<file path="src/rtl/core/kct_pkg.sv">
// Shared types, codes and default sizes for the keyed credit table.
// No dependencies; used by kct_cell and keyed_credit_table_with_max.
`timescale 1ns / 1ps

package kct_pkg;

    localparam int ENTRIES_DEF     = 16;
    localparam int KEY_BITS_DEF    = 32;
    localparam int CREDIT_BITS_DEF = 32;

    localparam int OPCODE_W = 3;
    localparam int STATUS_W = 2;
    localparam int IO_W     = 32;

    typedef enum logic [OPCODE_W-1:0] {
        OP_INSERT = 3'd0,
        OP_REMOVE = 3'd1,
        OP_LOOKUP = 3'd2,
        OP_ADD    = 3'd3,
        OP_MAX    = 3'd4
    } opcode_t;

    typedef enum logic [STATUS_W-1:0] {
        ST_OK   = 2'd0,
        ST_MISS = 2'd1,
        ST_FULL = 2'd2
    } status_t;

    typedef enum logic {
        S_IDLE,
        S_SCAN
    } ctl_state_t;

    typedef struct packed {
        logic valid;
        logic match_hit;
        logic free_hit;
        logic best_hit;
    } wave_flags_t;

    typedef struct packed {
        logic we;
        logic clr;
    } wr_ctl_t;

endpackage

</file>
<file path="src/rtl/core/kct_cell.sv">
// One slot of the credit table: holds a key and credit, and folds its
// match, free-slot and maximum results into the passing wave. Uses kct_pkg.
`timescale 1ns / 1ps

module kct_cell #(
    parameter int IDX         = 0,
    parameter int IDX_W       = 4,
    parameter int KEY_BITS    = kct_pkg::KEY_BITS_DEF,
    parameter int CREDIT_BITS = kct_pkg::CREDIT_BITS_DEF
) (
    input  logic                    clk,
    input  logic                    rst_n,
    input  logic [CREDIT_BITS-1:0]  offset,
    input  logic [KEY_BITS-1:0]     cmd_key,
    input  kct_pkg::wr_ctl_t        wr_ctl,
    input  logic [IDX_W-1:0]        wr_idx,
    input  logic [KEY_BITS-1:0]     wr_key,
    input  logic [CREDIT_BITS-1:0]  wr_credit,
    input  kct_pkg::wave_flags_t    in_flags,
    input  logic [IDX_W-1:0]        in_match_idx,
    input  logic [CREDIT_BITS-1:0]  in_match_eff,
    input  logic [IDX_W-1:0]        in_free_idx,
    input  logic [CREDIT_BITS-1:0]  in_best_eff,
    input  logic [KEY_BITS-1:0]     in_best_key,
    output kct_pkg::wave_flags_t    out_flags,
    output logic [IDX_W-1:0]        out_match_idx,
    output logic [CREDIT_BITS-1:0]  out_match_eff,
    output logic [IDX_W-1:0]        out_free_idx,
    output logic [CREDIT_BITS-1:0]  out_best_eff,
    output logic [KEY_BITS-1:0]     out_best_key
);

    localparam logic [IDX_W-1:0] MY_IDX = IDX_W'(IDX);

    logic                   valid_reg;
    logic [KEY_BITS-1:0]    key_reg;
    logic [CREDIT_BITS-1:0] credit_reg;

    kct_pkg::wave_flags_t   flags_reg, flags_next;
    logic [IDX_W-1:0]       match_idx_reg, match_idx_next;
    logic [CREDIT_BITS-1:0] match_eff_reg, match_eff_next;
    logic [IDX_W-1:0]       free_idx_reg, free_idx_next;
    logic [CREDIT_BITS-1:0] best_eff_reg, best_eff_next;
    logic [KEY_BITS-1:0]    best_key_reg, best_key_next;

    logic [CREDIT_BITS-1:0] eff;
    logic                   hit;
    logic                   take_match;
    logic                   take_free;
    logic                   take_best;
    logic                   wr_here;

    assign eff     = offset + credit_reg;
    assign hit     = valid_reg && (key_reg == cmd_key);
    assign wr_here = wr_ctl.we && (wr_idx == MY_IDX);

    always_comb
    begin
        take_match = hit && !in_flags.match_hit;
        take_free  = !valid_reg && !in_flags.free_hit;
        take_best  = valid_reg &&
                     (!in_flags.best_hit || ($signed(eff) > $signed(in_best_eff)));

        flags_next.valid     = in_flags.valid;
        flags_next.match_hit = in_flags.match_hit || hit;
        flags_next.free_hit  = in_flags.free_hit || !valid_reg;
        flags_next.best_hit  = in_flags.best_hit || valid_reg;

        match_idx_next = take_match ? MY_IDX : in_match_idx;
        match_eff_next = take_match ? eff : in_match_eff;
        free_idx_next  = take_free ? MY_IDX : in_free_idx;
        best_eff_next  = take_best ? eff : in_best_eff;
        best_key_next  = take_best ? key_reg : in_best_key;
    end

    always_ff @(posedge clk or negedge rst_n)
    begin
        if (!rst_n)
        begin
            valid_reg <= 1'b0;
            flags_reg <= '0;
        end
        else
        begin
            flags_reg <= flags_next;
            if (wr_here)
            begin
                valid_reg <= !wr_ctl.clr;
            end
        end
    end

    always_ff @(posedge clk)
    begin
        if (wr_here && !wr_ctl.clr)
        begin
            key_reg    <= wr_key;
            credit_reg <= wr_credit;
        end
        match_idx_reg <= match_idx_next;
        match_eff_reg <= match_eff_next;
        free_idx_reg  <= free_idx_next;
        best_eff_reg  <= best_eff_next;
        best_key_reg  <= best_key_next;
    end

    assign out_flags     = flags_reg;
    assign out_match_idx = match_idx_reg;
    assign out_match_eff = match_eff_reg;
    assign out_free_idx  = free_idx_reg;
    assign out_best_eff  = best_eff_reg;
    assign out_best_key  = best_key_reg;

endmodule

</file>
<file path="config.mk">
export PLATFORM = sky130hd
export DESIGN_NAME = kct_cell
export DESIGN_NICKNAME = d
export VERILOG_FILES = /design/src/rtl/core/kct_pkg.sv /design/src/rtl/core/kct_cell.sv
export SDC_FILE = /design/constraint.sdc
export NUM_CORES = 1
export LEC_CHECK = 0
export ABC_CLOCK_PERIOD_IN_PS = 6100
export BUFFER_PORTS_ARGS = -buffer_cell sky130_fd_sc_hd__buf_4
export CAP_MARGIN = 25
export CORE_MARGIN = 5
export CORE_UTILIZATION = 50
export CTS_BUF_LIST = sky130_fd_sc_hd__clkbuf_8
export DETAILED_ROUTE_END_ITERATION = 8
export PLACE_DENSITY = 0.9
export SYNTH_ARGS = -nofsm -noshare
export SYNTH_HDL_FRONTEND = slang
export SYNTH_SLANG_ARGS = --single-unit
</file>
<file path="constraint.sdc">
create_clock -name clk -period 6.1 [get_ports clk]
set_input_delay 0.305 -clock clk [delete_from_list [all_inputs] [get_ports clk]]
set_output_delay 0.305 -clock clk [all_outputs]
set_load 0.03 [all_outputs]
</file>
==> summary.md <==
### Detailed routing
- 7750 — via total after detailed routing
- 5 — iteration count of the initial detailed-routing pass
- 5.512 — via count normalized by instance count
- 607 — drt initial violations
- 30000 um — Final Routed Wirelength
- 0 — drc violations
- 0 — post-route antenna net violation count
- 21.33 um — wire length per cell after detailed routing

### STA
- 183.7 MHz — highest attainable clock frequency
- 38.69% — Slew HR
- 0 ps — final setup TNS
- 0 — Final Hold Vio Count
- no — unrepaired setup endpoints after global routing
- 21.45 ps — final worst hold slack
- 0 — number of max-slew violations in the final report
- 5444 ps — Final Critical Period
- 89.24% — post-route fraction of the period consumed by the critical path
- 919.7 ps — slew at the pin closest to its max-slew limit
- 0 — final setup fails
- 22.35 ps — worst setup skew after layout

### Clocking
- 173 — number of sinks handled by clock tree synthesis
- 2 — deepest clock path buffer count
- built — TritonCTS clock tree
- 110 ps — Clock transition at path regs
- 4 — count of H-tree levels built during CTS
- 0 — buffers inserted during post-CTS setup optimization
- sky130_fd_sc_hd__clkbuf_8 — cell at the root of the clock tree
- 17 — number of buffers created by CTS
- 480 ps — clock latency at the later pin of the worst-skew pair

### Global routing
- 45620 um — first-pass GRT wire length
- 30.03% — total global-route track usage
- 66 — maximum number of pins on one net before global-route repair
- 8235 — vias in the first global route
- 0 — initial antenna violation count
- 0 — final global-route overflow total

### Finish
- 46.27% — P&R area growth vs syn
- 39.80% — fraction of layout instances using a drive strength above 1
- 4048 um^2 — multi-input logic area
- 1068 — Filler Cells Inserted
- 12320 um^2 — Layout Cell Area excl Fill
- 0 — antenna diode count
- 4129 um^2 — sequential standard cell area
- 1481 — total number of nets in the final design
- sky130_fd_sc_hd__buf_4 (356), sky130_fd_sc_hd__dfxtp_1 (104), sky130_fd_sc_hd__mux2_2 (77) — most frequent cells in the layout
- sky130_fd_sc_hd__buf_4 — most frequent standard cell in the layout excluding fill and tap cells

### Logic synthesis
- 759 — post-synthesis cell count
- 62 — post-synth cell types
- 173 — synthesized flop and latch total
- 2.890% — proportion of register bits with asynchronous set or reset after synthesis
- 1067 — syn_nets
- 0 — Synth warnings
- 8426 um^2 — Synth Cell Area
- 64 — number of synthesized flops with an enable pin
- sky130_fd_sc_hd__dfxtp_1 — ys flop type
- 11.10 um^2 — Avg Synthesized Cell Area
- 49.01% — share of synthesized area occupied by flip-flops and latches

### Flow run
- 0 — Maximum Capacitance Violations

### Placed design
- 11300 um^2 — dpl cell area
- 0.9591 — Placer Congestion
- 351 — count of buffers from port buffering
- 22420 um — detailed placer's ending HPWL

### Setup path
- 19 — cell depth of the worst flop-to-flop path
- credit_reg[0] — reg-to-reg critical path startpoint
- 5820 ps — arrival time at the worst endpoint
- register — endpoint type of the worst setup path
- 6470 ps — data required time at the worst endpoint
- out_best_key[19] — Crit Reg-Reg Endpoint
- register — Startpoint Class
- 26 — Critical Path Fanout Max
- register to register — startpoint-to-endpoint class of the critical path
- 660 ps — worst setup slack for register-to-register paths

### Min path
- wr_key[1] — min-delay src
- key_reg[1] — worst-case hold path end point
- input pin to register — class of the worst hold path
- 1 — Hold Crit Depth

### Pwr
- 146.4 uV — maximum resistive drop on vdd
- 5.590 nW — leakage power total
- 249.2 nW/um^2 — PD cells

### Die
- 352 — I/O pin cnt
- 19550 um^2 — die footprint
- 139.8 um — die outline height
- 139.8 um — width of the die
- 50.81% — Starting Density
- 16580 um^2 — Placeable Area
- 47 — number of rows created at floorplan

### Status
- complete, no violations — run status

[critical path: stages (launching register included)]
cell and delay, ps:
sky130_fd_sc_hd__edfxtp_1 340, sky130_fd_sc_hd__ha_1 200, sky130_fd_sc_hd__inv_1 70, sky130_fd_sc_hd__fa_1 390, sky130_fd_sc_hd__nand2b_1 180, sky130_fd_sc_hd__a21oi_1 270
sky130_fd_sc_hd__o21ai_1 190, sky130_fd_sc_hd__a31oi_1 430, sky130_fd_sc_hd__nand3_1 160, sky130_fd_sc_hd__o311ai_0 510, sky130_fd_sc_hd__xor2_1 370, sky130_fd_sc_hd__ha_1 220
sky130_fd_sc_hd__a21oi_1 60, sky130_fd_sc_hd__o21ai_0 350, sky130_fd_sc_hd__a211oi_1 80, sky130_fd_sc_hd__o311ai_0 330, sky130_fd_sc_hd__nor4_1 130, sky130_fd_sc_hd__nor3_4 250
sky130_fd_sc_hd__buf_4 390, sky130_fd_sc_hd__mux2_2 410
[layer usage]
metal / part of all wire (%) / track usage (%) / vias up
met1: 37 / 34.02 / 3622
met4: 5.0 / 14.69 / 0
met5: 0 / 0 / -
met2: 51 / 52.85 / 447
li1: - / - / 3579
met3: 7.7 / 7.273 / 102
[area by class of cell]
cell class	count	share of cell area (%)
clock buffers	19	2.122
clock inverters	13	1.218
inverters	42	1.279
multi-input cells	521	32.84
flip-flops and latches	173	33.50
well taps	220	2.234
repair buffers	418	26.80
[worst max-delay path by stage]
stage | end | slack, ps | startpoint
global route | out_best_key[19] | 360 | credit_reg[0]
floorplan | out_best_eff[0] | 1710 | credit_reg[0]
detailed placement | out_best_key[15] | 770 | offset[0]
finish | out_best_key[19] | 660 | credit_reg[0]
global placement | out_best_key[2] | 850 | offset[0]
CTS | out_best_key[12] | 720 | credit_reg[0]
[what timing repair did]
action | CTS | global route
gates resized for setup | 0 | 0
hold buffers | 59 | 2
hold endpoints to repair | 63 | 2
[cell families after synthesis]
group | Yosys count | synth area share [%]
AOI/OAI and AO/OA | 152 | 11.52
muxes | 79 | 10.54
DFF | 173 | 49.01
buffers and inverters | 65 | 3.118
and+or+nand+nor | 172 | 10.60
adders and majority gates | 64 | 9.593
xor gates and xnor gates | 54 | 5.613
[cells in the mapped netlist (3+ instances only)]
library cell,number,area share [%]
sky130_fd_sc_hd__and3_1,6,0.45
sky130_fd_sc_hd__buf_4,3,0.27
sky130_fd_sc_hd__dfrtp_1,5,1.5
sky130_fd_sc_hd__a21oi_1,36,2.1
sky130_fd_sc_hd__xor2_1,33,3.4
sky130_fd_sc_hd__nor2_1,35,1.6
sky130_fd_sc_hd__o21ai_0,41,2.4
sky130_fd_sc_hd__o21ai_1,5,0.30
sky130_fd_sc_hd__o211ai_1,4,0.36
sky130_fd_sc_hd__a211oi_1,7,0.62
sky130_fd_sc_hd__nand2b_1,8,0.59
sky130_fd_sc_hd__inv_1,42,1.9
sky130_fd_sc_hd__ha_1,63,9.4
sky130_fd_sc_hd__nor4_1,11,0.82
sky130_fd_sc_hd__mux2_2,77,10
sky130_fd_sc_hd__a21o_1,25,2.2
sky130_fd_sc_hd__xnor2_1,21,2.2
sky130_fd_sc_hd__o311ai_0,5,0.52
sky130_fd_sc_hd__o31ai_1,3,0.27
sky130_fd_sc_hd__a41oi_1,3,0.31
sky130_fd_sc_hd__nand2_1,45,2.0
sky130_fd_sc_hd__clkbuf_1,14,0.62
sky130_fd_sc_hd__nor2b_1,18,1.3
sky130_fd_sc_hd__buf_2,5,0.30
sky130_fd_sc_hd__nand3_1,10,0.59
sky130_fd_sc_hd__a31oi_1,4,0.30
sky130_fd_sc_hd__or4_1,3,0.27
sky130_fd_sc_hd__dfxtp_1,104,25
sky130_fd_sc_hd__nor3_1,10,0.59
sky130_fd_sc_hd__edfxtp_1,64,23
sky130_fd_sc_hd__nand4_1,11,0.82
[power breakdown]
group,internal [mW],switching (mW),leakage (nW)
Sequential,1.29,0.0358,1.51
Combinational,0.405,0.492,3.86
Clock,0.423,0.427,0.222
[per-stage QoR]
step / util (%) / total power, mW / cells / worst slack [ps]
after global routing: 74.32 / 3.196 / 1406 / 357.5
after CTS: 74.20 / 3.064 / 1404 / 722.1
after detailed placement: 68.15 / 2.196 / 1313 / 767.8
after global placement: 68.15 / 2.173 / 1313 / 850.7
after floorplan: - / 1.819 / 759 / 1713
final: 74.32 / 3.071 / 1406 / 656.1
Power figures use the tool's default switching activity.
